[src/hw/rtl/drs_pkg.sv]
// ----------------------------------------------------------------------------
// drs_pkg
// shared types and constants for the disk request scheduler
// ----------------------------------------------------------------------------
package drs_pkg;

	localparam int QueueDepthDefault = 16;
	localparam int CountW            = 5;

	localparam logic FUNC_ARRIVE   = 1'b0;
	localparam logic FUNC_COMPLETE = 1'b1;

	localparam logic POLICY_FCFS = 1'b0;
	localparam logic POLICY_SSTF = 1'b1;

	typedef struct packed {
		logic [15:0] id;
		logic [31:0] atime;
		logic [15:0] cyl;
		logic [31:0] addr;
		logic [15:0] pid;
	} req_t;

	// controller to datapath
	typedef struct packed {
		logic latch_in;    // capture the input word
		logic arrive;      // do the arrival update
		logic scan_start;  // clear scan position and best-so-far
		logic scan_step;   // compare one slot
		logic take;        // read best slot into serving, start shift
		logic shift_step;  // move one entry down
		logic go_idle;     // empty completion
		logic load_out;    // load the result register
	} drs_cmd_t;

	// datapath to controller
	typedef struct packed {
		logic func;
		logic empty;
		logic scan_done;
		logic shift_done;
	} drs_sts_t;

endpackage

[src/hw/rtl/drs_datapath.sv]
// ----------------------------------------------------------------------------
// drs_datapath
// queue memory, serving register, best-slot scan and order-keeping shift
// ----------------------------------------------------------------------------
module drs_datapath #(
	parameter int QUEUE_DEPTH = drs_pkg::QueueDepthDefault,
	localparam int IdxW = (QUEUE_DEPTH > 1) ? $clog2(QUEUE_DEPTH) : 1,
	localparam int FillW = $clog2(QUEUE_DEPTH + 1)
) (
	input  logic                   clk,
	input  logic                   arst_n,
	input  drs_pkg::drs_cmd_t      cmd,
	output drs_pkg::drs_sts_t      sts,
	input  logic                   policy,
	input  logic                   in_func,
	input  drs_pkg::req_t          in_req,
	input  logic [15:0]            in_head,
	output logic                   res_busy,
	output drs_pkg::req_t          res_req,
	output logic [drs_pkg::CountW-1:0] res_count,
	output logic                   res_dropped
);

	drs_pkg::req_t mem [QUEUE_DEPTH];

	drs_pkg::req_t   req_q;
	logic            func_q;
	logic [15:0]     head_q;
	drs_pkg::req_t   serve_q;
	logic            busy_q;
	logic [FillW-1:0] fill_q;
	logic            drop_q;

	logic [FillW-1:0] scan_q;   // next slot to read; rd_q holds slot scan_q - 1
	logic             rd_pend_q;
	drs_pkg::req_t    rd_q;
	logic [IdxW-1:0]  best_q;
	logic [31:0]      best_time_q;
	logic [15:0]      best_dist_q;
	logic             have_best_q;
	logic [FillW-1:0] sh_q;     // shift destination

	logic [IdxW-1:0] rd_addr;
	logic [15:0]     rd_dist;
	logic            better;

	always_comb begin
		rd_dist = (rd_q.cyl >= head_q) ? (rd_q.cyl - head_q) : (head_q - rd_q.cyl);
		if (!have_best_q)
			better = 1'b1;
		else if (policy == drs_pkg::POLICY_FCFS)
			better = rd_q.atime < best_time_q;
		else
			better = (rd_dist < best_dist_q) ||
				(rd_dist == best_dist_q && rd_q.atime < best_time_q);
	end

	// read address: during scan the next slot, during take/shift the source
	// (while shifting, read two slots past the slot being written)
	always_comb begin
		rd_addr = scan_q[IdxW-1:0];
		if (cmd.take)
			rd_addr = best_q;
		else if (cmd.shift_step)
			rd_addr = rd_pend_q ? IdxW'(sh_q + FillW'(2)) : IdxW'(sh_q + FillW'(1));
	end

	always_ff @(posedge clk) begin
		rd_q <= mem[rd_addr];
		if (cmd.arrive && busy_q && fill_q < FillW'(QUEUE_DEPTH))
			mem[fill_q[IdxW-1:0]] <= req_q;
		else if (cmd.shift_step && rd_pend_q)
			mem[sh_q[IdxW-1:0]] <= rd_q;
	end

	always_ff @(posedge clk or negedge arst_n) begin
		if (!arst_n) begin
			busy_q <= 1'b0;
			fill_q <= '0;
			drop_q <= 1'b0;
			scan_q <= '0;
			rd_pend_q <= 1'b0;
			have_best_q <= 1'b0;
			sh_q <= '0;
			res_busy <= 1'b0;
			res_count <= '0;
			res_dropped <= 1'b0;
			serve_q <= '0;
		end else begin
			if (cmd.latch_in) begin
				drop_q <= 1'b0;
				rd_pend_q <= 1'b0;
			end
			if (cmd.arrive) begin
				if (!busy_q) begin
					busy_q <= 1'b1;
					serve_q <= req_q;
				end else if (fill_q < FillW'(QUEUE_DEPTH)) begin
					fill_q <= fill_q + FillW'(1);
				end else begin
					drop_q <= 1'b1;
				end
			end
			if (cmd.go_idle) begin
				busy_q <= 1'b0;
				serve_q <= '0;
			end
			if (cmd.scan_start) begin
				scan_q <= '0;
				have_best_q <= 1'b0;
				rd_pend_q <= 1'b0;
			end
			if (cmd.scan_step) begin
				// issue a read each cycle; judge the one that came back
				if (rd_pend_q && better) begin
					best_q <= IdxW'(scan_q - FillW'(1));
					best_time_q <= rd_q.atime;
					best_dist_q <= rd_dist;
					have_best_q <= 1'b1;
				end
				if (scan_q < fill_q) begin
					scan_q <= scan_q + FillW'(1);
					rd_pend_q <= 1'b1;
				end else begin
					rd_pend_q <= 1'b0;
				end
			end
			if (cmd.take) begin
				sh_q <= FillW'(best_q);
				rd_pend_q <= 1'b0;
				have_best_q <= 1'b0;
			end
			if (cmd.shift_step) begin
				if (!rd_pend_q && sh_q == FillW'(best_q) && !have_best_q) begin
					serve_q <= rd_q;  // first cycle: selected entry read back
					have_best_q <= 1'b1;
					busy_q <= 1'b1;
					rd_pend_q <= 1'b1;
				end else if (rd_pend_q) begin
					sh_q <= sh_q + FillW'(1);
				end
				if (sts.shift_done)
					fill_q <= fill_q - FillW'(1);
			end
			if (cmd.load_out) begin
				res_busy <= busy_q;
				res_count <= drs_pkg::CountW'(fill_q);
				res_dropped <= drop_q;
			end
		end
	end

	always_ff @(posedge clk) begin
		if (cmd.latch_in) begin
			req_q <= in_req;
			func_q <= in_func;
			head_q <= in_head;
		end
		if (cmd.load_out)
			res_req <= busy_q ? serve_q : '0;
	end

	always_comb begin
		sts.func = func_q;
		sts.empty = (fill_q == '0);
		sts.scan_done = (scan_q >= fill_q) && !rd_pend_q;
		sts.shift_done = rd_pend_q &&
			(({1'b0, sh_q} + (FillW + 1)'(2)) >= {1'b0, fill_q});
	end

endmodule

[src/hw/rtl/drs_ctrl.sv]
// ----------------------------------------------------------------------------
// drs_ctrl
// sequencer for arrival, scan, take and shift of the scheduler
// ----------------------------------------------------------------------------
module drs_ctrl (
	input  logic              clk,
	input  logic              arst_n,
	input  logic              in_fire,
	input  logic              out_fire,
	output logic              in_rdy,
	output logic              out_vld,
	output drs_pkg::drs_cmd_t cmd,
	input  drs_pkg::drs_sts_t sts
);

	typedef enum logic [2:0] {
		S_IDLE, S_DECODE, S_SCAN, S_TAKE, S_SHIFT, S_RESULT, S_HOLD
	} state_t;

	state_t state_q;

	always_comb begin
		cmd = '0;
		cmd.latch_in = in_fire;
		case (state_q)
			S_DECODE: begin
				if (sts.func == drs_pkg::FUNC_ARRIVE)
					cmd.arrive = 1'b1;
				else if (sts.empty)
					cmd.go_idle = 1'b1;
				else
					cmd.scan_start = 1'b1;
			end
			S_SCAN:   cmd.scan_step = 1'b1;
			S_TAKE:   cmd.take = 1'b1;
			S_SHIFT:  cmd.shift_step = 1'b1;
			S_RESULT: cmd.load_out = 1'b1;
			default: ;
		endcase
	end

	always_ff @(posedge clk or negedge arst_n) begin
		if (!arst_n) begin
			state_q <= S_IDLE;
			in_rdy <= 1'b1;
			out_vld <= 1'b0;
		end else begin
			case (state_q)
				S_IDLE: if (in_fire) begin
					state_q <= S_DECODE;
					in_rdy <= 1'b0;
				end
				S_DECODE: begin
					if (sts.func == drs_pkg::FUNC_ARRIVE || sts.empty)
						state_q <= S_RESULT;
					else
						state_q <= S_SCAN;
				end
				S_SCAN:  if (sts.scan_done) state_q <= S_TAKE;
				S_TAKE:  state_q <= S_SHIFT;
				S_SHIFT: if (sts.shift_done) state_q <= S_RESULT;
				S_RESULT: begin
					state_q <= S_HOLD;
					out_vld <= 1'b1;
				end
				S_HOLD: if (out_fire) begin
					state_q <= S_IDLE;
					out_vld <= 1'b0;
					in_rdy <= 1'b1;
				end
				default: state_q <= S_IDLE;
			endcase
		end
	end

endmodule

[src/hw/rtl/disk_request_scheduler.sv]
// Sequence (accepting edge to out_valid high): an arrival or empty completion passes
// decode and result; a completion with pending requests adds scan, take and shift
// (one memory read per scan slot, then one per shifted entry through the queue memory).
// Throughput: one word at a time; next word taken after the result is taken.
// Reset (arst_n low): idle, queue empty, policy FCFS; queue memory not cleared.
// ----------------------------------------------------------------------------
// disk_request_scheduler
// FCFS / SSTF disk request scheduler with an order-keeping pending queue
// ----------------------------------------------------------------------------
module disk_request_scheduler #(
	parameter int QUEUE_DEPTH = drs_pkg::QueueDepthDefault
) (
	input  logic        clk,
	input  logic        arst_n,
	input  logic        cfg_we,
	input  logic        cfg_wdata,
	input  logic        in_valid,
	output logic        in_ready,
	input  logic        func,
	input  logic [15:0] rq_tag,
	input  logic [31:0] arrival_time,
	input  logic [15:0] cylinder,
	input  logic [31:0] block_address,
	input  logic [15:0] owner_tag,
	input  logic [15:0] head_cylinder,
	output logic        out_valid,
	input  logic        out_ready,
	output logic        served_valid,
	output logic [15:0] served_rq_tag,
	output logic [31:0] served_arrival_time,
	output logic [15:0] served_cylinder,
	output logic [31:0] served_block_address,
	output logic [15:0] served_owner_tag,
	output logic [4:0]  pending_count,
	output logic        dropped
);

	logic policy_q;
	drs_pkg::drs_cmd_t cmd;
	drs_pkg::drs_sts_t sts;
	drs_pkg::req_t in_req, res_req;

	always_ff @(posedge clk or negedge arst_n) begin
		if (!arst_n)
			policy_q <= drs_pkg::POLICY_FCFS;
		else if (cfg_we)
			policy_q <= cfg_wdata;
	end

	assign in_req = '{id: rq_tag, atime: arrival_time, cyl: cylinder,
		addr: block_address, pid: owner_tag};

	drs_ctrl u_ctrl (
		.clk(clk), .arst_n(arst_n),
		.in_fire(in_valid && in_ready), .out_fire(out_valid && out_ready),
		.in_rdy(in_ready), .out_vld(out_valid), .cmd(cmd), .sts(sts)
	);

	drs_datapath #(.QUEUE_DEPTH(QUEUE_DEPTH)) u_dp (
		.clk(clk), .arst_n(arst_n), .cmd(cmd), .sts(sts), .policy(policy_q),
		.in_func(func), .in_req(in_req), .in_head(head_cylinder),
		.res_busy(served_valid), .res_req(res_req), .res_count(pending_count),
		.res_dropped(dropped)
	);

	assign served_rq_tag        = res_req.id;
	assign served_arrival_time  = res_req.atime;
	assign served_cylinder      = res_req.cyl;
	assign served_block_address = res_req.addr;
	assign served_owner_tag     = res_req.pid;

`ifndef SYNTHESIS
	a_no_overlap: assert property (@(posedge clk) disable iff (!arst_n)
		!(in_ready && out_valid)) else $error("input open while word pending");
	a_idle_zero: assert property (@(posedge clk) disable iff (!arst_n)
		out_valid && !served_valid |-> served_rq_tag == '0)
		else $error("idle result not zero");
	a_count_range: assert property (@(posedge clk) disable iff (!arst_n)
		out_valid |-> pending_count <= 5'(QUEUE_DEPTH)) else $error("count overrun");
`endif

endmodule

[config.mk]
export PLATFORM = sky130hd
export DESIGN_NAME = disk_request_scheduler
export DESIGN_NICKNAME = d
export VERILOG_FILES = /design/src/hw/rtl/drs_pkg.sv /design/src/hw/rtl/drs_datapath.sv /design/src/hw/rtl/drs_ctrl.sv /design/src/hw/rtl/disk_request_scheduler.sv
export SDC_FILE = /design/constraint.sdc
export NUM_CORES = 2
export LEC_CHECK = 0
export BUFFER_PORTS_ARGS = -buffer_cell sky130_fd_sc_hd__buf_2
export CAP_MARGIN = 10
export CORE_UTILIZATION = 29
export CTS_CLUSTER_DIAMETER = 30
export DETAILED_ROUTE_END_ITERATION = 6
export SLEW_MARGIN = 20
export SYNTH_ARGS = -nofsm -noshare
export SYNTH_HDL_FRONTEND = slang
export SYNTH_SLANG_ARGS = --single-unit
[constraint.sdc]
create_clock -name clk -period 6.5 [get_ports clk]
set_clock_uncertainty 0.1 [all_clocks]
set_input_delay 0.65 -clock clk [delete_from_list [all_inputs] [get_ports clk]]
set_output_delay 0.65 -clock clk [all_outputs]
set_load 0.02 [all_outputs]
======== Yosys cells after proc, flatten, opt, wreduce, memory -nomap -nowiden ========
Memories as Yosys holds them, arrays and structs flattened. A register that Yosys moved wholly into a read port is not among the register bits.
Index checks and enable logic that the tools add are counted.
storage, ports and cells
  flip-flop bits (word level) ............. 437
  RAM bits ................................ 1792
  input bits .............................. 135
  output and inout port bits .............. 121
  memories kept ........................... 1
memory list
  memory    depth  width  read ports  clocked after Yosys merged registers in  wr ports  line                source
  u_dp.mem  16     112    1           1                                        1         drs_datapath.sv:24  drs_pkg::req_t mem [QUEUE_DEPTH];
cells by class
  $add $sub $neg .......................... 9
  order comparisons ....................... 7
  equality and inequality tests ........... 12
  multiplexer cells ....................... 74
  bitwise logic cells ..................... 1
  reductions and logical operators ........ 24
operators by type and width
  operator               number
  $mux W112              6
  $reduce_or A112 Y1     1
  $mux W5                12
  $mux W1                42
  $lt A32 B32 Y1         1
  $sub A16 B16 Y16       2
  $pmux W3 S7            1
  $eq A16 B16 Y1         1
  $ge A16 B16 Y1         1
  $lt A16 B16 Y1         1
  $mux W16               1
  $mux W4                4
  $add A5 B1 Y5 const B  3
  $mux W3                5
  $logic_and A1 B1 Y1    11
  $eq A3 B3 Y1 const B   3
  $add A5 B2 Y6 const B  1
  $eq A3 B2 Y1 const B   2
  $ge A6 B5 Y1           1
  $reduce_and A3 Y1      2
  $eq A5 B4 Y1           1
  $ge A5 B5 Y1           1
  $logic_not A5 Y1       1
  $lt A5 B5 Y1           1
  16 further kinds       22

======== Longest topological paths before layout ========
  word-level depth ........................ 13
  mapped depth ............................ 20

======== By module ========
From an unflattened synthesis, not the netlist that was laid out.
unflattened totals
  cell total of the unflattened synthesis .. 6321
  area, all modules ....................... 91395.2 um^2
by module, submodules not included
  module                  times used  cells each  area an instance (um^2)  sequential area each (um^2)
  drs_datapath            1           6276        90998.5                  68305.5
  drs_ctrl                1           41          344.1                    126.4
  disk_request_scheduler  1           4           52.6                     25.0

======== Worst setup path after synthesis ========
No wires, ideal clock.
  path type ............................... reg2reg
  start ................................... reg u_ctrl.state_q[0]
  end ..................................... mem u_dp.mem[10][0] (netlist bit) (enable)
  arrival time ............................ 6.344 ns
  required time ........................... 5.815 ns
  path slack .............................. -0.529 ns
  stages on the path, launching flop included .. 8
  cells stage by stage .................... dfrtp_1 > buf_2 > nor3b_4 > and2_1 > clkbuf_1 > clkbuf_1 > a31oi_1 > nor2_1
on the way
  longest elaborated chain between the ends .. 8
RTL lines
  element                                              line                                    source
  start: declaration                                   drs_ctrl.sv:20                          state_t state_q;
  start signal: assignment                             drs_ctrl.sv:44                          state_q <= S_IDLE;
  start signal: assignment                             drs_ctrl.sv:50                          state_q <= S_DECODE;
  start signal: assignment                             drs_ctrl.sv:55                          state_q <= S_RESULT;
  $eq A3 B3 Y1 or $eq A3 B1 Y1 (tied branches)         drs_ctrl.sv:25                          case (state_q)
  $mux W1 or $mux W2 (tied branches)                   drs_ctrl.sv:25
  $logic_and A1 B1 Y1, on equally long branches        drs_datapath.sv:72, drs_datapath.sv:70
  $mux W1 or $logic_and A1 B1 Y1 (tied branches)       drs_datapath.sv:72, drs_datapath.sv:70
  $mux W1                                              drs_datapath.sv:70                      if (cmd.arrive && busy_q && fill_q < FillW'(QUEUE_DEPTH))
  $mux W1 (not written as such)                        drs_datapath.sv:73                      mem[sh_q[IdxW-1:0]] <= rd_q;
  $reduce_or A112 Y1 (no source line)                  --
  $mux W4 (no source line) or $mux W1 (tied branches)  --
  end: declaration                                     drs_datapath.sv:24
Parallel ways exist; a longest one is shown, timed or not.

======== Worst setup path in the final report ========
  start ................................... reg, netlist name u_dp.rd_q[51]
  end ..................................... reg u_dp.best_dist_q[6] (enable)
on the way
  longest elaborated chain between the ends .. 9
RTL lines
  element                                                 line                 source
  $sub A16 B16 Y16 or $ge A16 B16 Y1 (tied branches)      drs_datapath.sv:48   rd_dist = (rd_q.cyl >= head_q) ? (rd_q.cyl - head_q) : (head_q - rd_q.cyl);
  $mux W16 (*)                                            drs_datapath.sv:48
  net u_dp.rd_dist[15]                                    drs_datapath.sv:44   logic [15:0] rd_dist;
  branches (longest 2 deep; another with $lt A16 B16 Y1)  --
  $logic_or A1 B1 Y1 (*)                                  drs_datapath.sv:54   better = (rd_dist < best_dist_q) ||
  $mux W1 (*)                                             drs_datapath.sv:51   else if (policy == drs_pkg::POLICY_FCFS)
  $mux W1 (*)                                             drs_datapath.sv:49   if (!have_best_q)
  $logic_and A1 B1 Y1 (*)                                 drs_datapath.sv:115  if (rd_pend_q && better) begin
  $reduce_and A3 Y1 (no source line) (*)                  --
  end signal: assignment                                  drs_datapath.sv:118  best_dist_q <= rd_dist;
  end: declaration                                        drs_datapath.sv:39   logic [15:0] best_dist_q;
Mark *: on every way through the listed nets, which the timed path passes.
A chain may end at the register's enable or synchronous reset.

==> run metrics <==
storage element area 0.06846 mm2; top cells by count, synth edfxtp_1 (2085), nand2_1 (1806), nand3_1 (469); Via density 5.034; Initial Util 0.2923; post-DR wirelength/cell 21.82 um; Hold Violations, Final 0; IO Pins 256; post-layout min period 5983 ps; DRT antenna net count 0; R2R setup slack 520 ps; Yosys warnings 0; ys async rst share 0.06151; H-tree Lvls 5; Post-synth EDFFs 2085; synth top area cells edfxtp_1 (67%), nand2_1 (7.3%), dfrtp_1 (3.8%); worst vdd ir 240.5 uV; initial antenna violation count 10; clk root buf clkbuf_16; count leader, synth edfxtp_1; multi-input logic area 0.02261 mm2; library cells used by synthesis 67; status finished, final reports clean; Nets 7703; Slew Viols, Final 0; # setup viols final 0; first-pass GRT wire length 391.3 mm; Clk pin slew, worst setup/hold paths 50 ps; clk_lat worst skew 950 ps; Synth Register Bits 2341; Post-Syn Area per Cell 13.29 um2; CP endpoint kind register; crit-path max cell delay 780 ps; area leader, netlist edfxtp_1; I/O Buffers 255; Critical Path Source Type register; CTS Sinks 2341; DIE HEIGHT 569.1 um; Worst Path Required 6900 ps; max-cap viol count 0; P&R area growth vs syn 23.66%; Critical Path Fanout Max 48; Core Rows 207; postcts setup bufs 0; Die Area 0.3239 mm2; post-synthesis net count 7248; TritonCTS clock tree built; Pleak 40.20 nW; Vias 60910; crit-path cells inv_1 -> ha_1 -> nand3_1 -> o211ai_1 -> a22oi_1 -> a31oi_4 -> mux2_2 -> nand4b_1 -> nor3b_1 -> ha_1 -> and3_1 -> nand4_1 -> o31ai_1 -> buf_4 -> nand2_1 -> a211oi_1 -> o31ai_1 -> a31oi_4 -> buf_12; DP HPWL 139.4 mm; total track usage 0.1582; TritonCTS buffer count 397; PD cells 325.1 mW/mm2; vias in the first global route 60360; max_slew headroom 0.2226; GPL Wtd Cong 0.8133; Synth top area share 0.6713; drt drc 0; Max Freq 0.1671 GHz; First-pass DRT Iterations 7; Slew @ Worst Pin 1163 ps; minimum hold slack 130.5 ps; Die W 569.1 um; largest net degree at the start of global routing 186; register area share after synthesis 0.7340; Placeable Area 0.3191 mm2; DRT iter0 DRCs 5797; global route total overflow 0; Worst Setup Path Type reg2reg; final design utilization 0.3615; RSZ-0062 raised after global routing no; Hold Crit Class in2async; fraction of layout cells with a size suffix above 1 0.1449; Fill cells 30210; clock buffer depth 4; overall power 37.50 mW; slowest CP cell a31oi_4; Cells after Synth 7017; final wirelength 264.1 mm; CP arrival 6380 ps; top_reg_cell synth edfxtp_1; final period utilization 0.9204; Synth Cell Area 0.09327 mm2
-- logic make-up (layout without fill, tap and decap cells) --
family | count (synthesis) | count (layout) | share of synthesized area
flip-flops | 2341 | 2341 | 0.7340
buffers and inverters | 596 | 1389 | 0.02615
other | 0 | 7 | 0
AND/OR/NAND/NOR | 2737 | 2737 | 0.1278
AO/OA/AOI/OAI | 1088 | 1088 | 0.08234
adder cells (fa/ha/maj) | 96 | 96 | 0.01304
multiplexers | 130 | 130 | 0.01403
XOR/XNOR | 29 | 29 | 0.002723
-- power by group --
group	internal, mW	total (mW)	switching [mW]
clock	13.6	21.2	7.54
combinational	0.0858	0.157	0.0714
sequential	16.2	16.2	0.00101
-- state kept, by name, indices dropped and copies added (netlist names), 3 cells and up --
signal            count
u_dp.best_dist_q     16
u_dp.best_time_q     32
u_dp.scan_q           5
u_dp.fill_q           5
u_dp.res_count        5
u_dp.sh_q             5
u_dp.mem           1792
u_dp.best_q           4
u_dp.req_q          112
u_ctrl.state_q        3
u_dp.res_req        112
u_dp.serve_q        112
u_dp.head_q          16
u_dp.rd_q           112
-- area by class of cell --
cell class                      instances  share of cell area
Sequential cell                      2341              0.5936
Tap cell                             4284             0.04647
Clock inverter                        269             0.02836
Antenna cell                            7           0.0001519
Clock buffer                          468             0.09073
Inverter                              104            0.003471
Timing Repair Buffer                  548             0.04128
Multi-Input combinational cell       4080              0.1960
-- path summary, 6_finish.rpt --
| check | startpoint | end | depth (start not counted) |
|---|---|---|---|
| setup / recovery | u_dp.rd_q[51] | u_dp.best_dist_q[6] | 19 |
| hold / removal | arst_n | u_dp.serve_q[9] | 2 |
| setup reg to reg | u_dp.rd_q[51] | u_dp.best_dist_q[6] | 19 |
| hold reg to reg | u_dp.rd_q[47] | u_dp.serve_q[47] | 2 |
| max in group asynchronous | arst_n | u_dp.serve_q[52] | 4 |
| min in group clk | u_dp.rd_q[47] | u_dp.serve_q[47] | 2 |
-- metrics by stage --
step                cells  area (um2)  setup slack [ps]  TNS [ps]
floorplan            7017       93270            -528.8   -958050
global placement    11220      100200             764.9         0
detailed placement  11220      100200             618.7         0
CTS                 12090      115300             593.9         0
global route        12100      115300             132.2         0
finish              12100      115300             517.1         0
-- metal layers --
metal	GRT usage	share of wire
met5	0	0
met4	0.04865	0.026
met3	0.02336	0.069
met2	0.2567	0.47
met1	0.2178	0.44
-- critical path: cells and delay by family (launching register included) --
kind | cells | cell delay [ps]
adders and majority gates | 2 | 620
muxes | 1 | 430
and+or+nand+nor | 6 | 1080
AOI/OAI and AO/OA | 7 | 2480
buffers and inverters | 3 | 560
DFF | 1 | 360
-- cell usage in the layout (no fill, tap or decap), types with 21 or more instances in the layout --
cell and count:
edfxtp_1 2085, buf_4 83, ha_1 94, nand2_1 1805, inv_6 43, buf_2 254, clkinv_4 40, and3_1 227
dfxtp_1 112, clkinvlp_4 30, a211oi_1 231, clkinv_1 22, clkbuf_1 48, clkbuf_16 400, a21oi_1 165, dlygate4sd3_1 134
mux2i_1 124, and2_1 116, a311oi_1 337, a21o_1 23, a31oi_1 125, nand3_1 469, bufinv_16 49, clkinv_2 59
o21ai_0 157, dfrtp_1 142, clkbuf_8 21, nor2_1 36, buf_12 74, inv_1 102
-- timing repair --
action	CTS	global route
gates resized for setup	0	0
setup endpoints to repair	0	0
hold endpoints to repair	152	0
hold buffers	134	0
No activity file was read; power rests on OpenSTA's default activity.
